--- config.mk ---
export PLATFORM = sky130hd
export DESIGN_NAME = info_frame_stuffing_framer_top
export DESIGN_NICKNAME = d
export VERILOG_FILES = /design/src/rtl/core/isff_pkg.sv /design/src/rtl/core/info_frame_stuffing_framer_top.sv /design/src/rtl/core/isff_fifo.sv /design/src/rtl/core/isff_front.sv /design/src/rtl/core/isff_back.sv
export SDC_FILE = /design/constraint.sdc
export NUM_CORES = 1
export LEC_CHECK = 0
export ABC_CLOCK_PERIOD_IN_PS = 7550
export BUFFER_PORTS_ARGS = -buffer_cell sky130_fd_sc_hd__buf_2
export CORE_MARGIN = 4
export CORE_UTILIZATION = 30
export DETAILED_ROUTE_END_ITERATION = 7
export PLACE_DENSITY = 0.49
export REMOVE_ABC_BUFFERS = 1
export SYNTH_ARGS = -nofsm -noshare
export SYNTH_HDL_FRONTEND = slang
export SYNTH_HIERARCHICAL = 1
export SYNTH_SLANG_ARGS = --single-unit
--- constraint.sdc ---
create_clock -name clk_i -period 7.55 [get_ports clk_i]
set_input_delay 0.755 -clock clk_i [delete_from_list [all_inputs] [get_ports clk_i]]
set_output_delay 0.755 -clock clk_i [all_outputs]
set_load 0.03 [all_outputs]
--- src/rtl/core/isff_pkg.sv ---
// Shared types, register indexes and reset values for the stuffing framer.
`timescale 1ns / 1ps

package isff_pkg;

  // Configuration register indexes
  localparam logic [2:0] RegFlag    = 3'd0;
  localparam logic [2:0] RegEscape  = 3'd1;
  localparam logic [2:0] RegMask    = 3'd2;
  localparam logic [2:0] RegAddress = 3'd3;
  localparam logic [2:0] RegCtlZero = 3'd4;
  localparam logic [2:0] RegCtlOne  = 3'd5;

  localparam logic [7:0] FlagReset    = 8'd126;
  localparam logic [7:0] EscapeReset  = 8'd125;
  localparam logic [7:0] MaskReset    = 8'd32;
  localparam logic [7:0] AddressReset = 8'd3;
  localparam logic [7:0] CtlZeroReset = 8'd0;
  localparam logic [7:0] CtlOneReset  = 8'd64;

  // Depth of the job queue between front and back
  localparam int unsigned JobDepth = 4;

  typedef struct packed {
    logic [7:0] flag;
    logic [7:0] escape;
    logic [7:0] mask;
    logic [7:0] address;
    logic [7:0] ctl_zero;
    logic [7:0] ctl_one;
  } cfg_t;

  // One classified request: raw byte, updated check and frame marks
  typedef struct packed {
    logic [7:0] data;
    logic [7:0] check;
    logic       seq;
    logic       first;
    logic       last;
  } job_t;

endpackage

--- src/rtl/core/info_frame_stuffing_framer_top.sv ---
// Top level of the information frame byte-stuffing framer.
`timescale 1ns / 1ps

// Channel   | Handshake            | Payload
// ----------+----------------------+------------------------------------------
// input     | push_i / full_o      | data_byte_i, seq_bit_i, first_byte_i,
//           |                      | last_byte_i
// result    | pop_i / empty_o      | out_byte_o, run_last_o, frame_end_o
// config    | cfg_we_i             | cfg_idx_i, cfg_wdata_i
//
// The back sequencer emits one output byte per cycle while a job is queued and
// the result side is not stalled. A request yields 1 byte for a plain payload
// byte, 2 for a stuffed one, up to 9 for a one-byte frame (header, stuffed
// byte, stuffed check, closing flag).
// Reset clears the check byte, the queue and the sequencer and loads the
// register defaults; no clearing pass is needed.
// The job queue lets the front keep taking requests while the result side
// stalls; full_o rises only when the queue is full.

module info_frame_stuffing_framer_top #(
  parameter int unsigned JobDepth = isff_pkg::JobDepth
) (
  input  logic       clk_i,
  input  logic       rst_ni,
  // Input requests
  input  logic       push_i,
  output logic       full_o,
  input  logic [7:0] data_byte_i,
  input  logic       seq_bit_i,
  input  logic       first_byte_i,
  input  logic       last_byte_i,
  // Results
  output logic       empty_o,
  input  logic       pop_i,
  output logic [7:0] out_byte_o,
  output logic       run_last_o,
  output logic       frame_end_o,
  // Configuration writes
  input  logic       cfg_we_i,
  input  logic [2:0] cfg_idx_i,
  input  logic [7:0] cfg_wdata_i
);
  import isff_pkg::*;

  cfg_t cfg_q;
  job_t front_job, head_job;
  logic q_push, q_full, q_valid, q_pop;

  // Hold the register file; drop writes beyond the list
  always_ff @(posedge clk_i or negedge rst_ni) begin
    if (!rst_ni) begin
      cfg_q.flag     <= FlagReset;
      cfg_q.escape   <= EscapeReset;
      cfg_q.mask     <= MaskReset;
      cfg_q.address  <= AddressReset;
      cfg_q.ctl_zero <= CtlZeroReset;
      cfg_q.ctl_one  <= CtlOneReset;
    end else if (cfg_we_i) begin
      case (cfg_idx_i)
        RegFlag:    cfg_q.flag     <= cfg_wdata_i;
        RegEscape:  cfg_q.escape   <= cfg_wdata_i;
        RegMask:    cfg_q.mask     <= cfg_wdata_i;
        RegAddress: cfg_q.address  <= cfg_wdata_i;
        RegCtlZero: cfg_q.ctl_zero <= cfg_wdata_i;
        RegCtlOne:  cfg_q.ctl_one  <= cfg_wdata_i;
        default: ;
      endcase
    end
  end

  // Front: accept the request and advance the running check
  isff_front u_front (
    .clk_i        (clk_i),
    .rst_ni       (rst_ni),
    .push_i       (push_i),
    .q_full_i     (q_full),
    .data_byte_i  (data_byte_i),
    .seq_bit_i    (seq_bit_i),
    .first_byte_i (first_byte_i),
    .last_byte_i  (last_byte_i),
    .q_push_o     (q_push),
    .q_job_o      (front_job)
  );

  isff_fifo #(
    .Depth (JobDepth)
  ) u_fifo (
    .clk_i   (clk_i),
    .rst_ni  (rst_ni),
    .push_i  (q_push),
    .wdata_i (front_job),
    .full_o  (q_full),
    .pop_i   (q_pop),
    .valid_o (q_valid),
    .rdata_o (head_job)
  );

  // Back: expand the job at the queue head into output bytes
  isff_back u_back (
    .clk_i       (clk_i),
    .rst_ni      (rst_ni),
    .cfg_i       (cfg_q),
    .job_valid_i (q_valid),
    .job_i       (head_job),
    .job_pop_o   (q_pop),
    .pop_i       (pop_i),
    .empty_o     (empty_o),
    .out_byte_o  (out_byte_o),
    .run_last_o  (run_last_o),
    .frame_end_o (frame_end_o)
  );

  assign full_o = q_full;

endmodule

--- src/rtl/core/isff_fifo.sv ---
// Small job queue between the framer front and back.
`timescale 1ns / 1ps

module isff_fifo #(
  parameter int unsigned Depth = 4
) (
  input  logic          clk_i,
  input  logic          rst_ni,
  input  logic          push_i,
  input  isff_pkg::job_t wdata_i,
  output logic          full_o,
  input  logic          pop_i,
  output logic          valid_o,
  output isff_pkg::job_t rdata_o
);
  import isff_pkg::*;

  localparam int unsigned AW = (Depth > 1) ? $clog2(Depth) : 1;
  localparam int unsigned CW = $clog2(Depth + 1);
  localparam logic [AW-1:0] LastIdx = AW'(Depth - 1);
  localparam logic [CW-1:0] DepthC  = CW'(Depth);

  job_t          mem_q [Depth];
  logic [AW-1:0] wr_ptr_q, rd_ptr_q;
  logic [CW-1:0] count_q;
  logic          do_push, do_pop;

  assign full_o  = (count_q == DepthC);
  assign valid_o = (count_q != '0);
  assign rdata_o = mem_q[rd_ptr_q];
  assign do_push = push_i && !full_o;
  assign do_pop  = pop_i && valid_o;

  always_ff @(posedge clk_i) begin
    if (do_push) begin
      mem_q[wr_ptr_q] <= wdata_i;
    end
  end

  always_ff @(posedge clk_i or negedge rst_ni) begin
    if (!rst_ni) begin
      wr_ptr_q <= '0;
      rd_ptr_q <= '0;
      count_q  <= '0;
    end else begin
      if (do_push) begin
        wr_ptr_q <= (wr_ptr_q == LastIdx) ? '0 : wr_ptr_q + AW'(1);
      end
      if (do_pop) begin
        rd_ptr_q <= (rd_ptr_q == LastIdx) ? '0 : rd_ptr_q + AW'(1);
      end
      if (do_push && !do_pop) begin
        count_q <= count_q + CW'(1);
      end else if (do_pop && !do_push) begin
        count_q <= count_q - CW'(1);
      end
    end
  end

`ifndef SYNTHESIS
  a_count_bound: assert property (@(posedge clk_i) disable iff (!rst_ni)
    count_q <= DepthC) else $error("job queue count above depth");
  a_no_push_full: assert property (@(posedge clk_i) disable iff (!rst_ni)
    !(push_i && full_o)) else $error("push into full job queue");
`endif

endmodule

--- src/rtl/core/isff_front.sv ---
// Framer front: accepts payload bytes and keeps the running check byte.
`timescale 1ns / 1ps

module isff_front (
  input  logic           clk_i,
  input  logic           rst_ni,
  input  logic           push_i,
  input  logic           q_full_i,
  input  logic [7:0]     data_byte_i,
  input  logic           seq_bit_i,
  input  logic           first_byte_i,
  input  logic           last_byte_i,
  output logic           q_push_o,
  output isff_pkg::job_t q_job_o
);
  import isff_pkg::*;

  logic [7:0] check_q, check_d;

  // Load on a first byte, fold in otherwise
  assign check_d  = first_byte_i ? data_byte_i : (check_q ^ data_byte_i);
  assign q_push_o = push_i && !q_full_i;

  always_comb begin
    q_job_o.data  = data_byte_i;
    q_job_o.check = check_d;
    q_job_o.seq   = seq_bit_i;
    q_job_o.first = first_byte_i;
    q_job_o.last  = last_byte_i;
  end

  always_ff @(posedge clk_i or negedge rst_ni) begin
    if (!rst_ni) begin
      check_q <= '0;
    end else if (q_push_o) begin
      check_q <= check_d;
    end
  end

endmodule

--- src/rtl/core/isff_back.sv ---
// Framer back: expands each job into stuffed data, with a header on a first byte and a trailer on a last.
`timescale 1ns / 1ps

module isff_back (
  input  logic           clk_i,
  input  logic           rst_ni,
  input  isff_pkg::cfg_t cfg_i,
  input  logic           job_valid_i,
  input  isff_pkg::job_t job_i,
  output logic           job_pop_o,
  input  logic           pop_i,
  output logic           empty_o,
  output logic [7:0]     out_byte_o,
  output logic           run_last_o,
  output logic           frame_end_o
);
  import isff_pkg::*;

  typedef enum logic [3:0] {
    ST_BEGIN,
    ST_FLAG,
    ST_ADDR,
    ST_CTL,
    ST_HCHK,
    ST_DATA,
    ST_DATA2,
    ST_CHK,
    ST_CHK2,
    ST_CLOSE
  } step_e;

  step_e      step_q, cur_step, nxt_step;
  logic       out_valid_q;
  logic [7:0] out_byte_q;
  logic       run_last_q, frame_end_q;
  logic       adv, done, end_flag;
  logic [7:0] emit_byte, ctl;
  logic       data_esc, chk_esc;

  assign ctl      = job_i.seq ? cfg_i.ctl_one : cfg_i.ctl_zero;
  assign data_esc = (job_i.data == cfg_i.flag) || (job_i.data == cfg_i.escape);
  assign chk_esc  = (job_i.check == cfg_i.flag) || (job_i.check == cfg_i.escape);
  assign adv      = job_valid_i && (!out_valid_q || pop_i);
  assign job_pop_o = adv && done;

  always_comb begin
    cur_step = step_q;
    if (step_q == ST_BEGIN) begin
      cur_step = job_i.first ? ST_FLAG : ST_DATA;
    end
    emit_byte = cfg_i.flag;
    nxt_step  = ST_BEGIN;
    done      = 1'b0;
    end_flag  = 1'b0;
    case (cur_step)
      ST_FLAG: begin
        emit_byte = cfg_i.flag;
        nxt_step  = ST_ADDR;
      end
      ST_ADDR: begin
        emit_byte = cfg_i.address;
        nxt_step  = ST_CTL;
      end
      ST_CTL: begin
        emit_byte = ctl;
        nxt_step  = ST_HCHK;
      end
      ST_HCHK: begin
        emit_byte = cfg_i.address ^ ctl;
        nxt_step  = ST_DATA;
      end
      ST_DATA: begin
        if (data_esc) begin
          emit_byte = cfg_i.escape;
          nxt_step  = ST_DATA2;
        end else begin
          emit_byte = job_i.data;
          nxt_step  = job_i.last ? ST_CHK : ST_BEGIN;
          done      = !job_i.last;
        end
      end
      ST_DATA2: begin
        emit_byte = job_i.data ^ cfg_i.mask;
        nxt_step  = job_i.last ? ST_CHK : ST_BEGIN;
        done      = !job_i.last;
      end
      ST_CHK: begin
        if (chk_esc) begin
          emit_byte = cfg_i.escape;
          nxt_step  = ST_CHK2;
        end else begin
          emit_byte = job_i.check;
          nxt_step  = ST_CLOSE;
        end
      end
      ST_CHK2: begin
        emit_byte = job_i.check ^ cfg_i.mask;
        nxt_step  = ST_CLOSE;
      end
      ST_CLOSE: begin
        emit_byte = cfg_i.flag;
        end_flag  = 1'b1;
        done      = 1'b1;
      end
      default: begin
        done = 1'b1;
      end
    endcase
  end

  always_ff @(posedge clk_i or negedge rst_ni) begin
    if (!rst_ni) begin
      step_q      <= ST_BEGIN;
      out_valid_q <= 1'b0;
    end else if (adv) begin
      step_q      <= done ? ST_BEGIN : nxt_step;
      out_valid_q <= 1'b1;
    end else if (pop_i) begin
      out_valid_q <= 1'b0;
    end
  end

  always_ff @(posedge clk_i) begin
    if (adv) begin
      out_byte_q  <= emit_byte;
      run_last_q  <= done;
      frame_end_q <= end_flag;
    end
  end

  assign empty_o     = !out_valid_q;
  assign out_byte_o  = out_byte_q;
  assign run_last_o  = run_last_q;
  assign frame_end_o = frame_end_q;

`ifndef SYNTHESIS
  a_end_is_last: assert property (@(posedge clk_i) disable iff (!rst_ni)
    (out_valid_q && frame_end_q) |-> run_last_q)
    else $error("closing flag not marked as last of its request");
  a_step_has_job: assert property (@(posedge clk_i) disable iff (!rst_ni)
    (step_q != ST_BEGIN) |-> job_valid_i)
    else $error("sequencer mid-job with no job at queue head");
  a_pop_on_done: assert property (@(posedge clk_i) disable iff (!rst_ni)
    job_pop_o |=> (step_q == ST_BEGIN))
    else $error("sequencer not reset after job retired");
`endif

endmodule

After elaboration in Yosys (flattened, before gate mapping)
Memories as Yosys holds them, arrays and structs flattened.
Cells that the tools add are included.
{ "op_classes": {"n_reduce_logical": 27, "eq_ne": 21, "bitwise": 4, "n_addsub": 4, "n_mux": 23} }
{ "op_table": {"columns": ["op", "n"], "rows": [
  ["$pmux W8 S7", 1],
  ["$eq A8 B8 Y1", 4],
  ["$mux W8", 4],
  ["$pmux W4 S8", 1],
  ["$xor A8 B8 Y8", 4],
  ["$eq A4 B3 Y1 const B", 4],
  ["$mux W3", 4],
  ["$mux W4", 3],
  ["$reduce_and A2 Y1", 6],
  ["$eq A3 B3 Y1 const B", 3],
  ["$eq A4 B2 Y1 const B", 2],
  ["$eq A4 B4 Y1 const B", 2],
  ["$logic_and A1 B1 Y1", 7],
  ["$mux W1", 7],
  ["$eq A3 B2 Y1 const B", 2],
  ["$reduce_or A6 Y1", 1],
  ["$logic_not A1 Y1", 5],
  ["$add A2 B1 Y2 const B", 2],
  ["$eq A2 B2 Y1 const B", 2],
  ["$eq A4 B1 Y1 const B", 1],
  ["$logic_not A4 Y1", 1],
  ["$mux W2", 2],
  ["$reduce_bool A2 Y1", 2],
  ["$add A3 B1 Y3 const B", 1],
  ["6 further kinds", 8]
]} }
{ "totals": {"ff_bits": 78, "out_inout_bits": 12, "mem_bits_rw": 76, "memories": 1, "in_bits": 27, "wordCells": 95} }
{ "mem_list": {"columns": ["memory", "depth", "word_bits", "read_ports", "rd_ports_with_merged_regs", "write_ports", "line_no", "rtl"], "rows": [
  ["u_fifo.mem_q", 4, 19, 1, 0, 1, "isff_fifo.sv:23", "job_t mem_q [Depth];"]
]} }

Logic depth before layout (Yosys ltp)
An unclocked memory read counts as a cell.
{ "logic_depth": {"word_depth": 11, "ltp_mapped": 14, "ltp_nobuf": 13} }

By module
The synthesis kept the hierarchy.
{ "by_module_without_submodules": {"columns": ["module", "cells_per_inst", "seq_area_each_um2", "n_inst", "area_each_um2"], "rows": [
  ["isff_fifo", 136, 2457.4, 1, 3193.1],
  ["isff_back", 233, 425.4, 1, 1981.9],
  ["info_frame_stuffing_framer_top", 106, 1221.2, 1, 1853.0],
  ["isff_front", 74, 200.2, 1, 683.2]
]} }

Worst setup path before layout
OpenSTA, ideal clock, no wires.
{ "synth_path": {"path_type": "register -> register", "startpoint": "reg u_fifo.rd_ptr_q[0]", "endpoint": "reg u_fifo.count_q[1]", "n_path_buf": 1, "t_required_ps": 7425, "setup_ps": 125, "arrival_time_ps": 3223, "slack_ps": 4202, "path_stages_with_launch": 12, "path_cell_list": "dfrtp_1 -> buf_4 -> mux4_2 -> or3_1 -> a211o_1 -> o311ai_4 -> and2_2 -> nand2_4 -> ha_1 -> inv_1 -> fa_1 -> mux2_2"} }
{ "synth_rtl": {"columns": ["item", "line_no", "rtl"], "rows": [
  ["start: declaration", "isff_fifo.sv:24", "logic [AW-1:0] wr_ptr_q, rd_ptr_q;"],
  ["start signal: assignment", "isff_fifo.sv:50", "rd_ptr_q <= (rd_ptr_q == LastIdx) ? '0 : rd_ptr_q + AW'(1);"],
  ["end signal: assignment", "isff_fifo.sv:53", "count_q <= count_q + CW'(1);"],
  ["end signal: assignment", "isff_fifo.sv:55", "count_q <= count_q - CW'(1);"],
  ["end: declaration", "isff_fifo.sv:25", "logic [CW-1:0] count_q;"]
]} }

==> metrics.txt <==
final hold violation count 0; drt drc 0; # clock sinks 154; later-pin clock latency in the skew report around 420 ps; Root Buffer clkbuf_16; Diodes inserted 0; Leakage ~3.2 nW; Min-Delay Path Class register to register; Main synth FF type edfxtp_1; WL/cell roughly 18 um; vias in the first global route 4543; status finished clean; RR Endpoint u_fifo/count_q[1]; IO Pins 39; Post-Syn Area a little under 8000 sq um; Die H 168 um; commonest non-fill, non-tap cell in the layout edfxtp_1; Crit path required time 7860 ps; Max Cap Viol 0; Finished Layout Cells 924; largest family of logic cells by synthesized area multiplexers; Nets around 600; Worst-Margin Slew around 1200 ps; CP Max Fanout 21; Final HPWL DP roughly 12 mm; Initial Util just over 30%; Synth Area per Inst 14.0 sq um; layout cell share with drive strength beyond 1 33.5%; CP Launch Type register; grt ovf 0; Max VDD drop ~140 uV; Final ANT Viol Nets 0; XOR/XNOR share of the synthesized area under 10%; Crit. End Element register; worst flop-to-flop path startpoint u_fifo/rd_ptr_q[1]; area delta synth->final 12.8%; full die area 28300 sq um; setup TNS 0 ps; CTS tree yes; Post-Place Cells around 890; min-delay src u_fifo/count_q[2]; Max Slew Vio Count 0; hold endpoint u_fifo/count_q[2]; pin count of the biggest net entering global routing 69; sequential element share of the synthesized area ~56%; Vias ~4500; initial antenna violation count 0; Core Rows between 50 and 60; gr usage total a little under an eighth; Synth Warn # 6; Worst-path clk slew approximately 60 ps; unrepaired setup endpoints after global routing no; pwr dens between 400 and 500 nW/um^2; pre-CTS setup slack roughly 3600 ps; Die X 168 um; CTS buffer count 17; Synth Area in Simple Gates about 8.5%; Worst Hold Depth 1; CTS Buffer Depth 2; slack of the critical path 3620 ps; GP Congestion around 0.79; min Tclk post-route roughly 3900 ps; DR pass1 iterations 6; Post-Syn Instances 549; IO Port Bufs 38; clock skew around 8 ps; vias per inst approximately 4.8; post-synth cell types 64; post-synthesis compound-gate area fraction 7.06%; fraction of registers with async set/reset 44.2%; Fmax 0.255 GHz; #FFs+latches synth 154; Rel. slew slack between 20% and 30%; commonest non-fill, non-tap cells in the layout edfxtp_1 (86), mux2_2 (59), dfrtp_1 (52); Critical Path AT 4240 ps; Final setup violation count 0; mux share of post-synthesis cell area between 15 and 20%; Core Region 25300 sq um; CTS Hold Buffers Added 0; global-route wire length before repair ~26 mm; htree depth 4; kind of critical path register to register; post-route clock period utilization 52.0%; Setup Buffers After CTS 0; reg2reg path depth 10; Routed Wire Length approximately 16 mm; Iter 0 DRT Violations between 200 and 300; cts repair resizes 0; r2r setup slk between 3000 and 4000 ps; number of synthesized flops with an enable pin between 80 and 90; Synth Area in Adders 1.23%
-- final cells by class --
cell class	instances	area [sq um]
fillers	2458	16600
multi-input cells	348	3070
clock buffers	18	439
inverters	13	51.3
well taps	330	413
clock inverters	14	160
repair buffers	47	258
flip-flops and latches	154	4300
-- kinds of logic (layout without fill, tap and decap cells) --
logic type	count (synthesis)	in the layout
flops	154	154
simple gates	113	113
mux	104	104
compound gates	78	78
buf+inv	47	92
xor+xnor	46	46
fa+ha+maj	7	7
-- flip-flops by register name (all words and copies together), names as in the netlist --
register and cells:
u_fifo/mem_q 76, cfg_q 48, u_back/out_byte_o 8, u_front/check_q 8, u_back/step_q 4, u_fifo/count_q 3
u_fifo/rd_ptr_q 2, u_fifo/wr_ptr_q 2, u_back/frame_end_o 1, u_back/out_valid_q 1, u_back/run_last_o 1
-- how the worst max path moves through the flow --
stage                     slack (ps)                end               start  cells after the start
after floorplan                 3340  u_fifo/count_q[2]  u_fifo/rd_ptr_q[0]                     13
after global placement          3650  u_fifo/count_q[1]  u_fifo/rd_ptr_q[1]                     10
after detailed placement        3580  u_fifo/count_q[1]  u_fifo/rd_ptr_q[1]                     10
after CTS                       3580  u_fifo/count_q[1]  u_fifo/rd_ptr_q[1]                     10
after global routing            3430  u_fifo/count_q[2]  u_fifo/rd_ptr_q[1]                     14
final                           3620  u_fifo/count_q[1]  u_fifo/rd_ptr_q[1]                     10
-- power breakdown --
part           switching [W]  leakage, nW  total [W]  internal [W]
logic               0.000759         1.27    0.00139      0.000635
registers           0.000184         1.58    0.00135       0.00117
clock network       0.000361        0.293   0.000865      0.000504
total                0.00130         3.15    0.00361       0.00231
-- cells in the mapped netlist, drive strengths merged, types with 2 or more instances --
library cell,instances,area [sq um]
a21bo,5,50.1
a21oi,14,70.1
and2,4,26.3
buf,26,211
clkbuf,8,81.3
dfrtp,52,1300
dfstp,16,420
edfxtp,86,2580
ha,6,75.1
inv,13,51.3
mux2,61,694
mux2i,24,240
mux4,19,428
nand2,22,90.1
nand2b,5,61.3
nand3,13,70.1
nand4,8,50.1
nand4b,2,17.5
nor2,40,165
nor2b,3,21.3
nor3,2,10.0
nor3b,2,26.3
nor4b,3,41.3
nor4bb,3,30.0
o211ai,8,75.1
o21ai,31,155
o22ai,2,12.5
o311ai,2,35.0
o32a,8,80.1
or3,2,17.5
xnor2,44,385
xor2,2,17.5
-- critical path: stages, from the launching register on --
cell and delay, ps:
dfrtp_1 980, mux4_2 470, or3_1 320, a211o_1 440
o311ai_4 360, and2_2 220, nand2_4 60, ha_1 210
inv_1 80, fa_1 400, mux2_2 260
-- through the flow --
step                      cell area (sq um)  hold WS, ps  utilization [%]  total power (W)
after floorplan                        7420          459                -          0.00238
after global placement                 8100          478             32.1          0.00275
after detailed placement               8100          492             32.1          0.00278
after CTS                              8690          505             34.4          0.00366
after global routing                   8690          520             34.4          0.00385
final                                  8690          501             34.4          0.00361
-- metal layers --
layer	wire length (um)	GRT usage (%)	vias to the layer above
met4	191	3.60	0
met2	7930	19.2	85
li1	-	-	2101
met5	0	0	-
met3	643	2.72	16
met1	7570	16.2	2271
No activity file was read; power rests on OpenSTA's default activity.
